[src/sv/ftmq_pkg.sv]
package ftmq_pkg;

    localparam int TABLE_DEPTH = 4096;
    localparam int COUNT_WIDTH = 48;

    localparam int REQ_W     = 2;
    localparam int KEY_W     = 12;
    localparam int AMT_W     = 32;
    localparam int ADDR_W    = $clog2(TABLE_DEPTH);
    localparam int DEPTH_W   = $clog2(TABLE_DEPTH + 1);
    localparam int KEY_EXT_W = (KEY_W > DEPTH_W) ? KEY_W : DEPTH_W;
    localparam int SUM_W     = ((COUNT_WIDTH > AMT_W) ? COUNT_WIDTH : AMT_W) + 1;

    localparam logic [COUNT_WIDTH-1:0] COUNT_MAX = {COUNT_WIDTH{1'b1}};

    typedef enum logic [REQ_W-1:0] {
        REQ_ADD    = 2'd0,
        REQ_REMOVE = 2'd1,
        REQ_QUERY  = 2'd2
    } t_req;

    typedef struct packed {
        logic cnt_clr;
        logic cnt_inc;
        logic scan_rd;
        logic upd_wr;
        logic clr_wr;
        logic best_clr;
        logic in_load;
        logic out_load;
    } t_cmd;

    typedef struct packed {
        logic is_query;
        logic cnt_last;
    } t_sts;

endpackage

[src/sv/ftmq_ctrl.sv]
module ftmq_ctrl (
    input  logic          i_clk,
    input  logic          i_rst_n,
    input  logic          i_in_valid,
    output logic          o_in_ready,
    input  logic          i_out_ready,
    output logic          o_out_valid,
    input  ftmq_pkg::t_sts i_sts,
    output ftmq_pkg::t_cmd o_cmd
);
    import ftmq_pkg::*;

    typedef enum logic [6:0] {
        S_CLEAR  = 7'b0000001,
        S_IDLE   = 7'b0000010,
        S_UPD_RD = 7'b0000100,
        S_UPD_WR = 7'b0001000,
        S_SCAN   = 7'b0010000,
        S_DRAIN  = 7'b0100000,
        S_DONE   = 7'b1000000
    } t_state;

    t_state r_state, n_state;
    logic   r_ovld, n_ovld;
    t_cmd   cmd;

    always_comb begin
        n_state = r_state;
        n_ovld  = r_ovld && !i_out_ready;
        cmd     = '0;
        case (r_state)
            S_CLEAR: begin
                cmd.clr_wr = 1'b1;
                if (i_sts.cnt_last) begin
                    cmd.cnt_clr = 1'b1;
                    n_state     = S_IDLE;
                end else begin
                    cmd.cnt_inc = 1'b1;
                end
            end
            S_IDLE: begin
                cmd.cnt_clr = 1'b1;
                if (i_in_valid) begin
                    cmd.in_load = 1'b1;
                    if (i_sts.is_query) begin
                        cmd.best_clr = 1'b1;
                        n_state      = S_SCAN;
                    end else begin
                        n_state = S_UPD_RD;
                    end
                end
            end
            S_UPD_RD: begin
                n_state = S_UPD_WR;
            end
            S_UPD_WR: begin
                cmd.upd_wr = 1'b1;
                n_state    = S_IDLE;
            end
            S_SCAN: begin
                cmd.scan_rd = 1'b1;
                if (i_sts.cnt_last) begin
                    cmd.cnt_clr = 1'b1;
                    n_state     = S_DRAIN;
                end else begin
                    cmd.cnt_inc = 1'b1;
                end
            end
            S_DRAIN: begin
                n_state = S_DONE;
            end
            S_DONE: begin
                if (!r_ovld || i_out_ready) begin
                    cmd.out_load = 1'b1;
                    n_ovld       = 1'b1;
                    n_state      = S_IDLE;
                end
            end
            default: begin
                n_state = S_IDLE;
            end
        endcase
    end

    always_ff @(posedge i_clk) begin
        if (!i_rst_n) begin
            r_state <= S_CLEAR;
            r_ovld  <= 1'b0;
        end else begin
            r_state <= n_state;
            r_ovld  <= n_ovld;
        end
    end

    assign o_in_ready  = (r_state == S_IDLE);
    assign o_out_valid = r_ovld;
    assign o_cmd       = cmd;
endmodule

[config.mk]
export PLATFORM = sky130hd
export DESIGN_NAME = ftmq_ctrl
export DESIGN_NICKNAME = d
export VERILOG_FILES = /design/src/sv/ftmq_pkg.sv /design/src/sv/ftmq_ctrl.sv
export SDC_FILE = /design/constraint.sdc
export NUM_CORES = 1
export LEC_CHECK = 0
export CAP_MARGIN = 40
export CORE_AREA = 5 5 42 44
export CTS_CLUSTER_DIAMETER = 150
export CTS_CLUSTER_SIZE = 30
export DETAILED_ROUTE_END_ITERATION = 6
export DIE_AREA = 0 0 47 49
export DONT_BUFFER_PORTS = 1
export PLACE_DENSITY_LB_ADDON = 0.05
export SETUP_SLACK_MARGIN = 0.5
export SYNTH_ARGS = -nofsm -noshare
export SYNTH_HDL_FRONTEND = slang
export SYNTH_SLANG_ARGS = --single-unit
[constraint.sdc]
create_clock -name i_clk -period 6.4 [get_ports i_clk]
set_input_delay 1.28 -clock i_clk [delete_from_list [all_inputs] [get_ports i_clk]]
set_output_delay 1.28 -clock i_clk [all_outputs]
set_load 0.01 [all_outputs]
After elaboration in Yosys (flattened, before gate mapping)
Index checks and enable logic that the tools add are counted.
W data, S select, Z words.

word-level totals
  output and inout port bits = 10
  input bits = 6
  logic and storage cells = 39
  bits in registers = 8

cells by class
  reductions and logical operators = 6
  eq/ne operators = 11
  muxes and demuxes = 20

operators with widths
  cell                  count
  $pmux W7 S6           1
  $mux W7               4
  $mux W1               11
  $ne A2 B2 Y1 const B  4
  $eq A7 B1 Y1 const B  1
  $eq A7 B2 Y1 const B  1
  $eq A7 B3 Y1 const B  1
  $eq A7 B4 Y1 const B  1
  $eq A7 B5 Y1 const B  1
  $eq A7 B6 Y1 const B  1
  $eq A7 B7 Y1 const B  1
  $mux W5               1
  $mux W2               2
  $reduce_and A4 Y1     1
  $logic_not A1 Y1      2
  $pmux W1 S2           1
  $reduce_or A2 Y1      1
  $logic_and A1 B1 Y1   1
  $logic_or A1 B1 Y1    1

Logic depth before layout (Yosys ltp)
  word-level depth = 4
  mapped depth = 6

Worst setup path before layout
Ideal clock, no wire load.

  path type = input-to-output
  start point = in i_sts[0] in the netlist's numbering
  end point = out o_cmd[6] in the netlist's numbering
  data required time = 5.120 ns
  slack = 3.230 ns
  buffers on the path = 0
  arrival = 1.890 ns
  stages = 2
  path through = or4_4 -> clkinv_2

RTL lines
  element          line            source
  start, declared  ftmq_ctrl.sv:8  input ftmq_pkg::t_sts i_sts,
  end, declared    ftmq_ctrl.sv:9  output ftmq_pkg::t_cmd o_cmd

==> impl_results.md <==
- Status: finished, final reports clean
- Netlist Area Pre-Place: 487 um^2
- Number of global-route vias before repair: 422
- Gr ovfl total: 0
- DP HPWL: 821 um
- CTS tree: built
- Slew headroom: 61.1%
- Synth Area in Simple Gates: 42.7%
- Dpl cells: 69
- Post-synthesis mux area share: 2.06%
- Synth-to-layout area growth: 6.43%
- Ranking of synthesized cells by area: dfxtp_1 33%, or4_4 4.6%, nor4b_1 3.6%
- Critical path startpoint category: flop
- YS warnings: 0
- Worst Path Buf+Inv: 0
- # DRC: 0
- Crit. End Element: primary output
- Total Nets Final: 64
- Fin cells: 72
- Worst vdd ir: 0.0947 mV
- Aggregate global-route resource usage: 10.8%
- First-pass GRT wire length: 1810 um
- Critical Path AT: 2.03 ns
- Worst hold margin: 0.546 ns
- Initial Util: 34.7%
- Largest family of logic cells by synthesized area: simple AND/OR/NAND/NOR gates
- Min-Delay Path Depth: 2
- Critical Path Stages: 4
- CP peak stage delay: 0.57 ns
- Final period util: 51.8%
- Antenna violations before repair: 0
- Final Hold Violating Endpoints: 0
- Flop-to-flop setup slack: 4.58 ns
- WP data required: 5.12 ns
- H-tree depth: 1
- Adder-Cell Fraction of Synth Area: 0%
- Std cell rows: 14
- Compound-Gate Fraction of Synth Area: 13.1%
- Port bufs: 0
- Clock tree buffer depth: 2
- Hold Buf Count CTS: 0
- Worst-margin pin slew: 0.575 ns
- LEAKAGE: 0.211 nW
- Top-level I/O count: 16
- Max Cap Viol: 0
- Detailed Routing Iterations Pass 1: 4
- Post-route ant nets: 0
- Hold Path Class: reg2reg
- Leading area contributor after synthesis: dfxtp_1
- Crit Path Category: reg2out
- Clk sink count: 8
- Core box area: 1400 um^2
- XOR/XNOR share of the synthesized area: 3.60%
- Largest net degree at the start of global routing: 10
- Setup Buffers After CTS: 0
- Clock Tree Root: clkbuf_4
- Placer Congestion: 0.725
- Fmax: 302 MHz
- Vias: 411
- RSZ-0062 raised after global routing: false
- Crit-path cells: or4_4 -> or4b_4 -> a21oi_2 -> or2_1
- Setup violators final: 0
- Clock Latency Late Sink: 0.25 ns
- Finished Cell Area: 518 um^2
- Placement Cell Area: 495 um^2
- CTS resizes: 0
- Main synth FF type: dfxtp_1
- Post-synth EDFFs: 0
- Setup total negative slack: 0 ns
- Top cells by count, synth: 8 x dfxtp_1, 4 x nand2_1, 3 x inv_1, 3 x nor2_1
- Place WS: 3.21 ns
- Die area: 2300 um^2
- Drt first-iter violations: 10
- Async S/R FF share, synth: 0%
- CP max FO: 7
- CTS buffer count: 3
- Die Span X: 47 um
- CTS clk-pin slew, worst paths: 0.05 ns
- Clock Skew: 0.00155 ns
- Total chip power: 0.121 mW
- Drt wl/cell: 14.6 um
- Routed WL: 1050 um
- Yosys reg bits: 8
- Ant diodes: 0
- Min cycle time layout: 3.31 ns
- P per Cell Area: 234 nW/um^2
- Vias/cell: 5.71
- Top-area cell type share of the netlist area: 32.9%
- Sequential area share after synthesis: 32.9%
- Final worst setup slack: 3.09 ns
- Critical path's top delay family: simple AND/OR/NAND/NOR gates
- Finished Core Util: 37.0%
- Share of post-route cells with drive strength above 1: 21.4%
- CP max stage cell: or4_4
- Count leader, synth: dfxtp_1
- Syn Area/Cell: 8.85 um^2
- Syn_nets: 61
- Synthesized instance count: 55
- Final Max Tran Viols: 0
- Post-synth cell types: 35
- Die Ht: 49 um
- Worst reg2reg path depth: 5
kinds of logic after synthesis:
logic type,after synthesis
simple gates,30
compound gates,8
flops,8
mux,1
xor+xnor,2
buf+inv,6
tightest hold or removal path: cells and delay by family (launching register included):
| kind | cells | cell delay (ns) |
|---|---|---|
| flip-flops | 1 | 0.36 |
| multiplexers | 1 | 0.06 |
| AND/OR/NAND/NOR | 1 | 0.08 |
path summary, 6_finish.rpt:
check	startpoint	end
worst max-delay path	r_state[5]$_SDFFE_PN0P_	o_cmd[7]
worst min-delay path	r_state[1]$_SDFFE_PN0P_	r_state[1]$_SDFFE_PN0P_
worst max register to register	r_state[5]$_SDFFE_PN0P_	r_state[4]$_SDFFE_PN0P_
worst min register to register	r_state[1]$_SDFFE_PN0P_	r_state[1]$_SDFFE_PN0P_
cell usage in the layout, fill, tap and decap left out:
cell type  netlist  final
nor3b_1          1      1
nor2b_1          2      2
nor4b_1          2      2
clkbuf_4         0      3
and4b_1          1      1
dfxtp_1          8      8
or4_4            2      2
nand2_2          1      1
o211ai_1         2      2
nand2b_1         1      1
o21ai_0          2      2
or4b_4           1      1
nand2_1          4      4
nor4bb_1         1      1
clkinv_2         1      1
and2_1           1      1
nand3_1          1      1
and3_1           1      1
nand3b_1         1      1
xnor2_1          1      1
or2_1            1      1
nor2_1           3      3
nand4b_1         1      1
a21boi_2         1      1
mux2i_1          1      1
nor4_1           1      1
a21boi_0         1      1
a32o_2           1      1
nand4_1          1      1
and4bb_2         1      1
nor3_1           2      2
inv_1            3      3
a21oi_2          1      1
xor2_1           1      1
power by group:
part | internal, mW | total (mW) | switching, mW
combinational | 0.0123 | 0.0269 | 0.0146
clock | 0.0214 | 0.0379 | 0.0165
sequential | 0.0523 | 0.0563 | 0.00404
area by class of cell:
class / instances / area, um^2
fill: 149 / 883
multi-input combinational: 41 / 299
sequential: 8 / 160
clock buffer: 3 / 22.5
tap: 16 / 20.0
inverter: 4 / 16.3
metal layers:
metal	vias to the layer above	track usage (%)	part of all wire, %
li1	208	-	-
met4	0	6.91	0
met1	190	11.9	44
met3	0	3.69	6.7
met5	-	0	0
met2	13	16.7	49
registers in the layout (all words and copies together) (netlist names):
signal,count
r_state,7
o_out_valid,1
Note: power is estimated with default switching activity, not from simulation.
